===== src/sv/nce_pkg.sv =====
`default_nettype none
// ----------------------------------------------------------------------------
// nce_pkg
// shared types and constants of the nonzero coordinate emitter
// ----------------------------------------------------------------------------
package nce_pkg;

    localparam int MAX_RANK   = 6;
    localparam int COORD_BITS = 16;
    localparam int AXIS_BITS  = 3;
    localparam int COUNT_BITS = 32;
    localparam int ELEM_BITS  = 64;
    localparam int DATA_BITS  = 32;
    localparam int ADDR_BITS  = 5;
    localparam int KIND_BITS  = 3;

    // element kinds
    localparam logic [KIND_BITS-1:0] KIND_INT = 3'd0;
    localparam logic [KIND_BITS-1:0] KIND_F16 = 3'd1;
    localparam logic [KIND_BITS-1:0] KIND_F32 = 3'd2;
    localparam logic [KIND_BITS-1:0] KIND_F64 = 3'd3;
    localparam logic [KIND_BITS-1:0] KIND_C64 = 3'd4;

    // register indexes (byte address = 4 * index)
    localparam logic [AXIS_BITS-1:0] REG_RANK = 3'd0;
    localparam logic [AXIS_BITS-1:0] REG_KIND = 3'd1;
    localparam logic [AXIS_BITS-1:0] REG_DIM0 = 3'd2;

    typedef struct packed {
        logic [ELEM_BITS-1:0] element_bits;
        logic                 last_element;
    } in_word_t;

    typedef struct packed {
        logic [COORD_BITS-1:0] coordinate;
        logic [AXIS_BITS-1:0]  axis_number;
        logic                  last_of_run;
        logic [COUNT_BITS-1:0] nonzero_count;
    } out_word_t;

    typedef struct packed {
        logic [AXIS_BITS-1:0]                   rank;
        logic [KIND_BITS-1:0]                   value_kind;
        logic [MAX_RANK-1:0][COORD_BITS-1:0]    dim_size;
    } cfg_t;

    // one nonzero element on its way from front to back
    typedef struct packed {
        logic [MAX_RANK-1:0][COORD_BITS-1:0]    digits;
        logic [AXIS_BITS-1:0]                   rank_m1;
        logic [COUNT_BITS-1:0]                  count;
    } hit_t;

endpackage
`default_nettype wire


===== src/sv/nce_cfg.sv =====
`default_nettype none
// ----------------------------------------------------------------------------
// nce_cfg
// apb register file: rank, element kind and axis sizes
// ----------------------------------------------------------------------------
module nce_cfg
(
    input  wire logic                              clk,
    input  wire logic                              rst_n,
    input  wire logic                              psel,
    input  wire logic                              penable,
    input  wire logic                              pwrite,
    input  wire logic [nce_pkg::ADDR_BITS-1:0]     paddr,
    input  wire logic [nce_pkg::DATA_BITS-1:0]     pwdata,
    output logic      [nce_pkg::DATA_BITS-1:0]     prdata,
    output logic                                   pready,
    output nce_pkg::cfg_t                          cfg
);

    logic [nce_pkg::AXIS_BITS-1:0] index;
    logic [nce_pkg::AXIS_BITS-1:0] dim_sel;
    logic                          wr_en;
    nce_pkg::cfg_t                 cfg_reg;

    assign index   = paddr[nce_pkg::ADDR_BITS-1:2];
    assign dim_sel = index - nce_pkg::REG_DIM0;
    assign wr_en   = psel && penable && pwrite;
    assign pready  = 1'b1;
    assign cfg     = cfg_reg;

    always_ff @(posedge clk or negedge rst_n)
    begin
        if (!rst_n)
        begin
            cfg_reg.rank       <= nce_pkg::AXIS_BITS'(1);
            cfg_reg.value_kind <= nce_pkg::KIND_INT;
            for (int i = 0; i < nce_pkg::MAX_RANK; i++)
            begin
                cfg_reg.dim_size[i] <= nce_pkg::COORD_BITS'(1);
            end
        end
        else if (wr_en)
        begin
            if (index == nce_pkg::REG_RANK)
            begin
                cfg_reg.rank <= pwdata[nce_pkg::AXIS_BITS-1:0];
            end
            if (index == nce_pkg::REG_KIND)
            begin
                cfg_reg.value_kind <= pwdata[nce_pkg::KIND_BITS-1:0];
            end
            for (int i = 0; i < nce_pkg::MAX_RANK; i++)
            begin
                if (index == nce_pkg::REG_DIM0 + nce_pkg::AXIS_BITS'(i))
                begin
                    cfg_reg.dim_size[i] <= pwdata[nce_pkg::COORD_BITS-1:0];
                end
            end
        end
    end

    always_comb
    begin
        case (index)
            nce_pkg::REG_RANK: prdata = nce_pkg::DATA_BITS'(cfg_reg.rank);
            nce_pkg::REG_KIND: prdata = nce_pkg::DATA_BITS'(cfg_reg.value_kind);
            default:           prdata = nce_pkg::DATA_BITS'(cfg_reg.dim_size[dim_sel]);
        endcase
    end

endmodule
`default_nettype wire


===== src/sv/nce_front.sv =====
`default_nettype none
// ----------------------------------------------------------------------------
// nce_front
// zero test, odometer and running count; forwards each nonzero element
// ----------------------------------------------------------------------------
module nce_front
(
    input  wire logic              clk,
    input  wire logic              rst_n,
    input  wire logic              accept,
    input  wire nce_pkg::in_word_t item,
    input  wire nce_pkg::cfg_t     cfg,
    output logic                   hit_push,
    output nce_pkg::hit_t          hit
);

    localparam logic [30:0] F32_EPS = 31'h3400_0000;
    localparam logic [62:0] F64_EPS = 63'h3CB0_0000_0000_0000;

    logic [nce_pkg::MAX_RANK-1:0][nce_pkg::COORD_BITS-1:0] digits_reg;
    logic [nce_pkg::MAX_RANK-1:0][nce_pkg::COORD_BITS-1:0] digits_next;
    logic [nce_pkg::COUNT_BITS-1:0]                        count_reg;
    logic [nce_pkg::COUNT_BITS-1:0]                        count_inc;
    logic [nce_pkg::AXIS_BITS-1:0]                         rank_eff;
    logic [nce_pkg::AXIS_BITS-1:0]                         rank_m1;
    logic                                                  is_zero;

    // zero test by element kind
    always_comb
    begin
        case (cfg.value_kind)
            nce_pkg::KIND_F16: is_zero = (item.element_bits[14:0] == '0);
            nce_pkg::KIND_F32: is_zero = (item.element_bits[30:0] < F32_EPS);
            nce_pkg::KIND_F64: is_zero = (item.element_bits[62:0] < F64_EPS);
            nce_pkg::KIND_C64: is_zero = (item.element_bits[62:32] == '0) &&
                                         (item.element_bits[30:0] == '0);
            default:           is_zero = (item.element_bits == '0);
        endcase
    end

    // active rank, clamped to 1..MAX_RANK
    always_comb
    begin
        rank_eff = cfg.rank;
        if (cfg.rank == '0)
        begin
            rank_eff = nce_pkg::AXIS_BITS'(1);
        end
        else if (cfg.rank > nce_pkg::AXIS_BITS'(nce_pkg::MAX_RANK))
        begin
            rank_eff = nce_pkg::AXIS_BITS'(nce_pkg::MAX_RANK);
        end
        rank_m1 = rank_eff - 1'b1;
    end

    // odometer step, innermost digit first, carry ripples outward
    always_comb
    begin
        logic [nce_pkg::COORD_BITS-1:0] inc;
        logic                           wrap;
        logic                           carry;
        carry       = 1'b1;
        digits_next = digits_reg;
        for (int a = nce_pkg::MAX_RANK - 1; a >= 0; a--)
        begin
            inc  = digits_reg[a] + 1'b1;
            wrap = (inc == '0) || (inc >= cfg.dim_size[a]);
            if ((nce_pkg::AXIS_BITS'(a) <= rank_m1) && carry)
            begin
                digits_next[a] = wrap ? '0 : inc;
                carry          = wrap;
            end
        end
    end

    // saturating count including this element
    assign count_inc = (count_reg == '1) ? count_reg : count_reg + 1'b1;

    always_ff @(posedge clk or negedge rst_n)
    begin
        if (!rst_n)
        begin
            digits_reg <= '0;
            count_reg  <= '0;
        end
        else if (accept)
        begin
            if (item.last_element)
            begin
                digits_reg <= '0;
                count_reg  <= '0;
            end
            else
            begin
                digits_reg <= digits_next;
                if (!is_zero)
                begin
                    count_reg <= count_inc;
                end
            end
        end
    end

    assign hit_push    = accept && !is_zero;
    assign hit.digits  = digits_reg;
    assign hit.rank_m1 = rank_m1;
    assign hit.count   = count_inc;

`ifndef SYNTHESIS
    a_hit_count_nonzero: assert property (@(posedge clk) disable iff (!rst_n)
        hit_push |-> (hit.count != '0))
        else $error("forwarded element carries a zero count");

    a_last_clears: assert property (@(posedge clk) disable iff (!rst_n)
        (accept && item.last_element) |=> ((digits_reg == '0) && (count_reg == '0)))
        else $error("position or count not cleared after last element");

    a_count_steps: assert property (@(posedge clk) disable iff (!rst_n)
        (accept && !item.last_element && !is_zero && (count_reg != '1))
        |=> (count_reg == $past(count_reg) + 1'b1))
        else $error("nonzero count did not advance by one");
`endif

endmodule
`default_nettype wire


===== src/sv/nce_fifo.sv =====
`default_nettype none
// ----------------------------------------------------------------------------
// nce_fifo
// short register queue of nonzero elements between front and back
// ----------------------------------------------------------------------------
module nce_fifo
#(
    parameter int DEPTH = 4
)
(
    input  wire logic          clk,
    input  wire logic          rst_n,
    input  wire logic          push,
    input  wire nce_pkg::hit_t din,
    input  wire logic          pop,
    output nce_pkg::hit_t      dout,
    output logic               empty,
    output logic               full
);

    localparam int PTR_BITS = $clog2(DEPTH);
    localparam int CNT_BITS = $clog2(DEPTH + 1);

    nce_pkg::hit_t         mem_reg [DEPTH];
    logic [PTR_BITS-1:0]   wr_ptr_reg;
    logic [PTR_BITS-1:0]   rd_ptr_reg;
    logic [CNT_BITS-1:0]   count_reg;
    logic                  do_push;
    logic                  do_pop;

    assign empty   = (count_reg == '0);
    assign full    = (count_reg == CNT_BITS'(DEPTH));
    assign do_push = push && !full;
    assign do_pop  = pop && !empty;
    assign dout    = mem_reg[rd_ptr_reg];

    always_ff @(posedge clk)
    begin
        if (do_push)
        begin
            mem_reg[wr_ptr_reg] <= din;
        end
    end

    always_ff @(posedge clk or negedge rst_n)
    begin
        if (!rst_n)
        begin
            wr_ptr_reg <= '0;
            rd_ptr_reg <= '0;
            count_reg  <= '0;
        end
        else
        begin
            if (do_push)
            begin
                wr_ptr_reg <= (wr_ptr_reg == PTR_BITS'(DEPTH - 1)) ? '0 : wr_ptr_reg + 1'b1;
            end
            if (do_pop)
            begin
                rd_ptr_reg <= (rd_ptr_reg == PTR_BITS'(DEPTH - 1)) ? '0 : rd_ptr_reg + 1'b1;
            end
            if (do_push && !do_pop)
            begin
                count_reg <= count_reg + 1'b1;
            end
            else if (do_pop && !do_push)
            begin
                count_reg <= count_reg - 1'b1;
            end
        end
    end

endmodule
`default_nettype wire


===== src/sv/nce_back.sv =====
`default_nettype none
// ----------------------------------------------------------------------------
// nce_back
// walks the axes of each queued element, one result word per cycle while results are popped
// ----------------------------------------------------------------------------
module nce_back
(
    input  wire logic                clk,
    input  wire logic                rst_n,
    input  wire logic                hit_empty,
    input  wire nce_pkg::hit_t       hit,
    output logic                     hit_pop,
    input  wire logic                pop,
    output logic                     empty,
    output nce_pkg::out_word_t       result
);

    logic [nce_pkg::AXIS_BITS-1:0] axis_reg;
    logic                          out_valid_reg;
    nce_pkg::out_word_t            out_reg;
    logic                          load;
    logic                          at_last;

    // refill the output register when it is free or being taken
    assign load    = !hit_empty && (!out_valid_reg || pop);
    assign at_last = (axis_reg == hit.rank_m1);
    assign hit_pop = load && at_last;
    assign empty   = !out_valid_reg;
    assign result  = out_reg;

    always_ff @(posedge clk or negedge rst_n)
    begin
        if (!rst_n)
        begin
            axis_reg      <= '0;
            out_valid_reg <= 1'b0;
        end
        else
        begin
            if (load)
            begin
                out_valid_reg <= 1'b1;
                axis_reg      <= at_last ? '0 : axis_reg + 1'b1;
            end
            else if (pop)
            begin
                out_valid_reg <= 1'b0;
            end
        end
    end

    always_ff @(posedge clk)
    begin
        if (load)
        begin
            out_reg.coordinate    <= hit.digits[axis_reg];
            out_reg.axis_number   <= axis_reg;
            out_reg.last_of_run   <= at_last;
            out_reg.nonzero_count <= hit.count;
        end
    end

`ifndef SYNTHESIS
    a_axis_in_range: assert property (@(posedge clk) disable iff (!rst_n)
        !hit_empty |-> (axis_reg <= hit.rank_m1))
        else $error("axis counter beyond element rank");

    a_run_continues: assert property (@(posedge clk) disable iff (!rst_n)
        (out_valid_reg && pop && !out_reg.last_of_run)
        |=> (out_valid_reg && (out_reg.axis_number == $past(out_reg.axis_number) + 1'b1)))
        else $error("coordinate run broken before its last axis");

    a_drain_on_pop: assert property (@(posedge clk) disable iff (!rst_n)
        $fell(out_valid_reg) |-> $past(pop))
        else $error("result word dropped without a pop");
`endif

endmodule
`default_nettype wire


===== src/sv/nonzero_coordinate_emitter.sv =====
`default_nettype none
// ----------------------------------------------------------------------------
// nonzero_coordinate_emitter
// row-major nonzero index extraction with per-axis coordinate words
// ----------------------------------------------------------------------------
// Tensor elements are pushed in row-major order, one word per cycle while
// full is low. The front tests each element for zero under the configured
// kind, keeps the odometer of coordinates and the saturating nonzero count,
// and hands every nonzero element to a queue of QUEUE_DEPTH entries; zero
// elements are absorbed without entering the queue. The back pulls one
// queued element at a time and emits rank result words (1 to 6), outermost
// axis first, one word per cycle while the result port is popped. A nonzero
// element passes through the queue and then the output register before
// its first word is available. full is the queue's full flag; while the
// queue has room an element is taken every cycle, even while a result word
// is waiting. Configuration must be written over the apb port only while
// the block is idle (not enforced by the block); pready is always high.
// ----------------------------------------------------------------------------
module nonzero_coordinate_emitter
#(
    parameter int QUEUE_DEPTH = 4   // queued nonzero elements, 2 or more
)
(
    input  wire logic                              clk,
    input  wire logic                              rst_n,
    // element side
    input  wire logic                              push,
    output logic                                   full,
    input  wire nce_pkg::in_word_t                 item,
    // result side
    output logic                                   empty,
    input  wire logic                              pop,
    output nce_pkg::out_word_t                     result,
    // configuration
    input  wire logic                              psel,
    input  wire logic                              penable,
    input  wire logic                              pwrite,
    input  wire logic [nce_pkg::ADDR_BITS-1:0]     paddr,
    input  wire logic [nce_pkg::DATA_BITS-1:0]     pwdata,
    output logic      [nce_pkg::DATA_BITS-1:0]     prdata,
    output logic                                   pready
);

    nce_pkg::cfg_t  cfg;
    nce_pkg::hit_t  hit_in;
    nce_pkg::hit_t  hit_out;
    logic           hit_push;
    logic           hit_pop;
    logic           hit_empty;
    logic           accept;

    // an element is taken whenever the queue has room
    assign accept = push && !full;

    // register file
    nce_cfg u_cfg
    (
        .clk     (clk),
        .rst_n   (rst_n),
        .psel    (psel),
        .penable (penable),
        .pwrite  (pwrite),
        .paddr   (paddr),
        .pwdata  (pwdata),
        .prdata  (prdata),
        .pready  (pready),
        .cfg     (cfg)
    );

    // zero test, odometer and count
    nce_front u_front
    (
        .clk      (clk),
        .rst_n    (rst_n),
        .accept   (accept),
        .item     (item),
        .cfg      (cfg),
        .hit_push (hit_push),
        .hit      (hit_in)
    );

    // nonzero elements waiting for the result port
    nce_fifo
    #(
        .DEPTH (QUEUE_DEPTH)
    )
    u_fifo
    (
        .clk   (clk),
        .rst_n (rst_n),
        .push  (hit_push),
        .din   (hit_in),
        .pop   (hit_pop),
        .dout  (hit_out),
        .empty (hit_empty),
        .full  (full)
    );

    // per-axis result words behind an output register
    nce_back u_back
    (
        .clk       (clk),
        .rst_n     (rst_n),
        .hit_empty (hit_empty),
        .hit       (hit_out),
        .hit_pop   (hit_pop),
        .pop       (pop),
        .empty     (empty),
        .result    (result)
    );

endmodule
`default_nettype wire

===== config.mk =====
export PLATFORM = sky130hd
export DESIGN_NAME = nonzero_coordinate_emitter
export DESIGN_NICKNAME = d
export VERILOG_FILES = /design/src/sv/nce_pkg.sv /design/src/sv/nce_cfg.sv /design/src/sv/nce_front.sv /design/src/sv/nce_fifo.sv /design/src/sv/nce_back.sv /design/src/sv/nonzero_coordinate_emitter.sv
export SDC_FILE = /design/constraint.sdc
export NUM_CORES = 1
export LEC_CHECK = 0
export BUFFER_PORTS_ARGS = -buffer_cell sky130_fd_sc_hd__buf_2
export CORE_MARGIN = 4
export CORE_UTILIZATION = 53
export DETAILED_ROUTE_END_ITERATION = 10
export GPL_TIMING_DRIVEN = 0
export PLACE_DENSITY_LB_ADDON = 0.12
export SYNTH_ARGS = -nofsm -noshare
export SYNTH_HDL_FRONTEND = slang
export SYNTH_SLANG_ARGS = --single-unit

===== constraint.sdc =====
create_clock -name clk -period 6 [get_ports clk]
set_input_delay 0.6 -clock clk [delete_from_list [all_inputs] [get_ports clk]]
set_output_delay 0.6 -clock clk [all_outputs]
set_load 0.02 [all_outputs]

==> results of run 1 <==
## how the worst max path moves through the flow
stage                                                  to
after global placement    u_fifo.mem_reg[0][74]$_DFFE_PP_
final                         u_front.hit[85]$_DFFE_PN0P_
after global routing          u_front.hit[83]$_DFFE_PN0P_
after floorplan            u_fifo.mem_reg[0][0]$_DFFE_PP_
after CTS                     u_front.hit[85]$_DFFE_PN0P_
after detailed placement      u_front.hit[85]$_DFFE_PN0P_
## Yosys cell counts, drive strengths merged, types with 3 or more instances
cell type,count,area share
edfxtp,576,0.46
nand2,248,0.025
dfrtp,234,0.16
o21ai,182,0.024
mux4,163,0.098
inv,143,0.014
ha,115,0.038
clkbuf,97,0.0097
nor2,97,0.0099
nand3,68,0.0095
xor2,62,0.014
a21oi,60,0.0083
xnor2,54,0.013
buf,53,0.0078
nand4,44,0.0079
mux2,42,0.013
nor4,40,0.0067
a22o,38,0.0088
nor3,36,0.0049
mux2i,33,0.0088
a21o,32,0.0064
nand2b,25,0.0042
and3,23,0.0038
o22ai,21,0.0035
o31ai,21,0.0043
a22oi,18,0.0036
or3,18,0.0030
and2,14,0.0023
or4,14,0.0029
nor2b,10,0.0017
a31oi,9,0.0015
a211oi,7,0.0014
and4,7,0.0016
dfstp,7,0.0049
nor3b,7,0.0014
o21a,7,0.0014
or2,6,0.0010
a2111oi,5,0.0012
a41oi,5,0.0012
o211ai,5,0.0010
a31o,3,0.00070
o2111ai,3,0.00070
o311a,3,0.00080
o311ai,3,0.00070
## power breakdown
part           total (mW)  switching (mW)  internal, mW
sequential           7.90           0.497          7.40
clock                5.40            2.25          3.15
combinational        5.15            3.11          2.04
## layer usage
layer	up-vias	wire, um	track usage
li1	10790	-	-
met2	849	46760	0.4265
met1	12070	40360	0.3584
met3	187	5981	0.04191
met5	-	0	0
met4	0	4018	0.1025
## through the flow
step,std cells,TNS [ns]
after global routing,3980,0
final,3981,0
after floorplan,2708,0
after global placement,3808,-1342.38
after CTS,3980,0
after detailed placement,3819,0
## final cells by class
| type | count | area (um2) |
|---|---|---|
| diodes | 1 | 2.502 |
| plain buffers | 150 | 659.4 |
| clock buffers | 108 | 2306 |
| clock inverters | 52 | 589.3 |
| fillers | 5403 | 27280 |
| inverters | 143 | 536.8 |
| multi-input cells | 1598 | 13160 |
| flip-flops and latches | 817 | 23340 |
| well taps | 940 | 1176 |
| repair buffers | 172 | 1109 |
## kinds of logic (layout without fill, tap and decap cells)
family,count (synthesis),in the layout,share of synthesized area
other,2,18,0.0001996
xor gates and xnor gates,116,116,0.02701
buffers and inverters,293,625,0.03179
DFF,817,817,0.6203
AOI/OAI and AO/OA,443,443,0.07463
and+or+nand+nor,667,667,0.08810
muxes,238,238,0.1189
adders and majority gates,117,117,0.03904
## timing repair
| item | 4_1_cts | 5_1_grt |
|---|---|---|
| hold buffers | 1 | 0 |
| endpoints found under the setup margin | 0 | 0 |
| endpoints found under the hold margin | 33 | 0 |
| gates resized for setup | 0 | 0 |
==> impl_results.md, run 1 <==
* Hold Path Depth at 2
* # IOs at 196
* Clock tree buffer depth at 3
* Cell row count at 97
* Setup violations, final at 0
* Final hold violation count at 0
* Number of global-route vias before repair at 23980
* Yosys cell types at 84
* Post-synth EDFFs at 576
* Gpl congestion at 0.9208
* Final Util at 0.6111
* Worst-Skew Late Latency at 0.65 ns
* Power Total at 18.45 mW
* Flop and latch count out of synthesis at 817
* Core area at 70150 um2
* Hold Path Origin: pop
* RSZ-0062 raised after global routing: no
* Pin count of the biggest net entering global routing at 117
* FF-to-FF path depth at 16
* Reg2reg end: u_front.hit[85]$_DFFE_PN0P_
* DR WL/cell at 24.39 um
* Largest delay share family, worst path: compound AO/OA/AOI/OAI gates
* Drt via density at 6.002
* Post-CTS Repair Setup Buffers at 0
* PortBufs at 160
* Synth async-reset ratio at 0.2950
* Commonest non-fill, non-tap cell in the layout: edfxtp_1
* Setup crit end kind: flop
* Placement Cell Area at 39960 um2
* CTS Buf Count at 86
* Max IR drop VDD at 0.0002643 V
* Initial antenna violation count at 1
* Total gr overflow at 0
* Share of layout cells above drive strength 1 at 0.1891
* Synth Instances at 2693
* Area of the die at 75310 um2
* Most frequent cells in the layout: 576 x edfxtp_1, 248 x nand2_1, 234 x dfrtp_1
* Final Worst Setup Slack at 0.4493 ns
* First-pass GRT wire length at 147.7 mm
* Final wirelength at 97.12 mm
* Dpl ws at 0.5590 ns
* Area Growth Syn to Fin at 13.95%
* Startpoint Class: flop
* Fmax at 180.2 MHz
* Power Density at 430.3 nW/um2
* Slew @ Worst Pin at 1.114 ns
* Clock root cell: clkbuf_16
* R2R setup slack at 0.45 ns
* Crit path kind: flop to flop
* Detailed Routing Iterations Pass 1 at 5
* Status: complete, no violations
* Design area at 42870 um2
* Crit path depth at 16
* Rel. slew slack at 0.2575
* Max reg flops at 524
* Worst Path Max Fanout at 10
* Nets@finish at 3193
* Die width at 274.4 um
* Fin crit share at 0.9251
* Die height at 274.4 um
* CTS clock-pin slew for the worst setup and hold paths at 0.06 ns
* Post-Synthesis Cell Area at 37620 um2
* Syn. warnings at 0
* Average size of a mapped cell at 13.97 um2
* Seq/Total Area, Yosys at 0.6203
* H-tree levels at 3
* Critical path origin: u_front.hit[102]$_DFFE_PN0P_
* Worst path max stage delay at 1.01 ns
* Final antenna-violating net count at 0
* Initial core utilization at 0.5363
* DRC violations left at 0
* Synth Flop Type: edfxtp_1
* Max-cap violations at 0
* Vias at 23890
* CP max stage cell: a31oi_1
* Post-layout min period at 5.551 ns
* HP Class: input pin to flop
* Post-DP HPWL at 70.48 mm
* WHS at 0.1629 ns
* CTS tree: yes
* Worst path bufs/invs at 3
* GRT Resource Usage Total at 0.2621
* Leakage at 16.81 nW
* Fin. max-slew vios at 0
* Worst reg2reg startpoint: u_front.hit[102]$_DFFE_PN0P_
* Worst EP arrival at 6.09 ns
* Hold EP: u_back.out_valid_reg$_DFFE_PN0P_
* 1st-iter DRT viols at 1953
* Cell Chain, Critical Path: clkbuf_1 -> nand3_1 -> clkbuf_1 -> nor2_1 -> nand3_1 -> xnor2_1 -> ha_1 -> a21oi_1 -> nand2_1 -> a2111oi_0 -> or2_2 -> nand4_2 -> a31oi_1 -> buf_2 -> a21oi_1 -> mux2i_1
* Critical path required time at 6.54 ns
* Clock skew at 0.03973 ns
* Clock Sink Count at 817
(Power assumes the default switching activity.)
==> run 2, diff against run 1 <==
--- a/config.mk
+++ b/config.mk
@@ -11,6 +11,7 @@
 export DETAILED_ROUTE_END_ITERATION = 10
 export GPL_TIMING_DRIVEN = 0
 export PLACE_DENSITY_LB_ADDON = 0.12
+export RECOVER_POWER = 100
 export SYNTH_ARGS = -nofsm -noshare
 export SYNTH_HDL_FRONTEND = slang
 export SYNTH_SLANG_ARGS = --single-unit
==> constraint.sdc (replaced) <==
create_clock -name clk -period 6.62 [get_ports clk]
set_input_delay 0.662 -clock clk [delete_from_list [all_inputs] [get_ports clk]]
set_output_delay 0.662 -clock clk [all_outputs]
set_load 0.02 [all_outputs]
==> run 2 against run 1 <==
  * Highest routed layer unchanged
  * Clock skew fell by 0.0020 ns
  * Hold slack improved by 0.062 ns
  * Sequential cell count is the same
  * Die area did not move
  * Register-to-register slack improved by 0.34 ns
  * Critical endpoint is now u_fifo.mem_reg[3][59]$_DFFE_PP_
  * First-iteration DRC count is 3.6% higher
  * Sequential power shrank 9.0%
  * The run now ends with capacitance limit, slew limit left
  * Clock power down 9.4%
  * Critical path depth is 9 lower
  * Largest cell class unchanged
  * Power is 9.7% lower
  * Fmax fell by 4.9%
==> impl_results.md, run 2 (same netlist as run 1, synthesis figures left out) <==
* Commonest non-fill, non-tap cell in the layout: edfxtp_1 (unchanged)
* Final Worst Setup Slack at 0.7846 ns (was 0.4493 ns)
* Power Density at 391.0 nW/um2 (was 430.3 nW/um2)
* Most frequent cells in the layout: 576 x edfxtp_1, 248 x nand2_1, 234 x dfrtp_1 (unchanged)
* Total gr overflow at 0 (unchanged)
* Initial antenna violation count at 1 (unchanged)
* Final wirelength at 97.06 mm (was 97.12 mm)
* Setup violations, final at 0 (unchanged)
* Fillcell total at 5465 (was 5403)
* Design area at 42580 um2 (was 42870 um2)
* Worst path max stage delay at 1.86 ns (was 1.01 ns)
* Leakage at 16.49 nW (was 16.81 nW)
* Core area at 70150 um2 (unchanged)
* Area Growth Syn to Fin at 13.19% (was 13.95%)
* Cell Chain, Critical Path: nor3b_1 -> nor2b_1 -> o311a_1 -> clkbuf_1 -> and2_0 -> buf_16 -> clkbuf_4 (was clkbuf_1 -> nand3_1 -> clkbuf_1 -> nor2_1 -> nand3_1 -> xnor2_1 -> ha_1 -> a21oi_1 -> nand2_1 -> a2111oi_0 -> or2_2 -> nand4_2 -> a31oi_1 -> buf_2 -> a21oi_1 -> mux2i_1)
* Pin count of the biggest net entering global routing at 117 (unchanged)
* Clock skew at 0.03773 ns (was 0.03973 ns)
* Final hold violation count at 0 (unchanged)
* DRC violations left at 0 (unchanged)
* Non-filler cells, final at 3980 (was 3981)
* Startpoint Class: flop (unchanged)
* Post-layout min period at 5.835 ns (was 5.551 ns)
* Share of layout cells above drive strength 1 at 0.1576 (was 0.1891)
* Max reg flops at 524 (unchanged)
* Critical path required time at 6.86 ns (was 6.54 ns)
* Max-cap violations at 8 (was 0)
* Fmax at 171.4 MHz (was 180.2 MHz)
* Detailed Routing Iterations Pass 1 at 5 (unchanged)
* Worst Path Max Fanout at 52 (was 10)
* R2R setup slack at 0.78 ns (was 0.45 ns)
* Gpl congestion at 0.9208 (unchanged)
* Rel. slew slack at -1.073 (was 0.2575)
* Initial core utilization at 0.5363 (unchanged)
* Clock tree buffer depth at 3 (unchanged)
* Post_cts resized at 0 (unchanged)
* First-pass GRT wire length at 147.7 mm (unchanged)
* Drt via density at 5.999 (was 6.002)
* Slew @ Worst Pin at 3.110 ns (was 1.114 ns)
* Area of the die at 75310 um2 (unchanged)
* H-tree levels at 3 (unchanged)
* Fin crit share at 0.8815 (was 0.9251)
* Diode count at 0 (was 1)
* CTS Buf Count at 86 (unchanged)
* Post-DP HPWL at 70.48 mm (unchanged)
* Worst EP arrival at 6.08 ns (was 6.09 ns)
* Clock root cell: clkbuf_16 (unchanged)
* Die width at 274.4 um (unchanged)
* Worst-Skew Late Latency at 0.64 ns (was 0.65 ns)
* Nets@finish at 3193 (unchanged)
* Cell row count at 97 (unchanged)
* Die height at 274.4 um (unchanged)
* Violated checks: capacitance limit, slew limit
* GRT Resource Usage Total at 0.2621 (unchanged)
* CTS tree: yes (unchanged)
* DR WL/cell at 24.39 um (about the same)
* Max IR drop VDD at 0.0002256 V (was 0.0002643 V)
* Clock Sink Count at 817 (unchanged)
* CTS clock-pin slew for the worst setup and hold paths at 0.06 ns (about the same)
* HP Class: input pin to flop (unchanged)
* RSZ-0062 raised after global routing: no (unchanged)
* Fin. max-slew vios at 431 (was 0)
* Dpl ws at 1.179 ns (was 0.5590 ns)
* Number of global-route vias before repair at 23980 (unchanged)
* # IOs at 196 (unchanged)
* 1st-iter DRT viols at 2024 (was 1953)
* Power Total at 16.65 mW (was 18.45 mW)
* Vias at 23880 (was 23890)
* Crit path kind: flop to flop (unchanged)
* Setup crit end kind: flop (unchanged)
* Post-CTS Repair Setup Buffers at 0 (unchanged)
* Final antenna-violating net count at 0 (unchanged)
* Post-Place Cells at 3819 (unchanged)
* Status: finished, violations left (was complete, no violations)
* Placement Cell Area at 39960 um2 (unchanged)
* PortBufs at 160 (unchanged)
* CP max stage cell: and2_0 (was a31oi_1)
run 2: cell type report:
cell class                 instances  area (um2)  share of cell area
buffer                           150       630.6             0.01481
clock buffer                     108        2306             0.05415
tap                              940        1176             0.02762
inverter                         143       536.8             0.01261
timing repair buffer             172       887.1             0.02083
sequential                       817       23340              0.5480
clock inverter                    52       589.3             0.01384
multi-input combinational       1598       13120              0.3081
run 2: what timing repair did:
item	4_1_cts	5_1_grt
hold buffers	1	0
setup endpoints to repair	0	0
endpoints found under the hold margin	33	0
run 2: through the flow:
step | hold slack (ns) | setup TNS (ns) | util
after global routing | 0.2415 | 0 | 0.6070
after CTS | 0.1926 | 0 | 0.6111
final | 0.2252 | 0 | 0.6070
after floorplan | 0.3664 | 0 | -
after global placement | 0.4718 | -985.70 | 0.5653
after detailed placement | 0.4889 | 0 | 0.5697
run 2: routing by layer:
metal | global-route usage | routed length, um | vias up
li1 | - | - | 10780
met1 | 0.3584 | 40010 | 12040
met2 | 0.4265 | 46800 | 866
met3 | 0.04191 | 6243 | 192
met4 | 0.1025 | 4008 | 0
met5 | 0 | 0 | -
run 2: path summary, 6_finish.rpt:
kind	startpoint	end	cells past startpoint
setup / recovery	u_fifo.count_reg[2]$_DFFE_PN0P_	u_fifo.mem_reg[3][59]$_DFFE_PP_	7
hold / removal	pop	u_back.out_valid_reg$_DFFE_PN0P_	2
setup reg to reg	u_fifo.count_reg[2]$_DFFE_PN0P_	u_fifo.mem_reg[3][59]$_DFFE_PP_	7
hold reg to reg	u_back.axis_reg[0]$_DFFE_PN0P_	u_back.result[33]$_DFFE_PP_	0
max in group asynchronous	rst_n	u_front.hit[36]$_DFFE_PN0P_	3
min in group asynchronous	rst_n	u_front.hit[69]$_DFFE_PN0P_	2
run 2: worst max-delay path, delay by kind of cell (launching register included):
family	cells	cell delay [ns]
buffers and inverters	3	1.57
AO/OA/AOI/OAI	1	0.62
flip-flops	1	0.40
AND/OR/NAND/NOR	3	2.76
run 2: power by group:
part / internal (mW) / leakage, nW / total, mW / switching [mW]
clock network: 2.85 / 1.42 / 4.89 / 2.04
logic: 1.75 / 6.54 / 4.56 / 2.81
registers: 6.74 / 8.54 / 7.19 / 0.458
total: 11.3 / 16.5 / 16.6 / 5.31
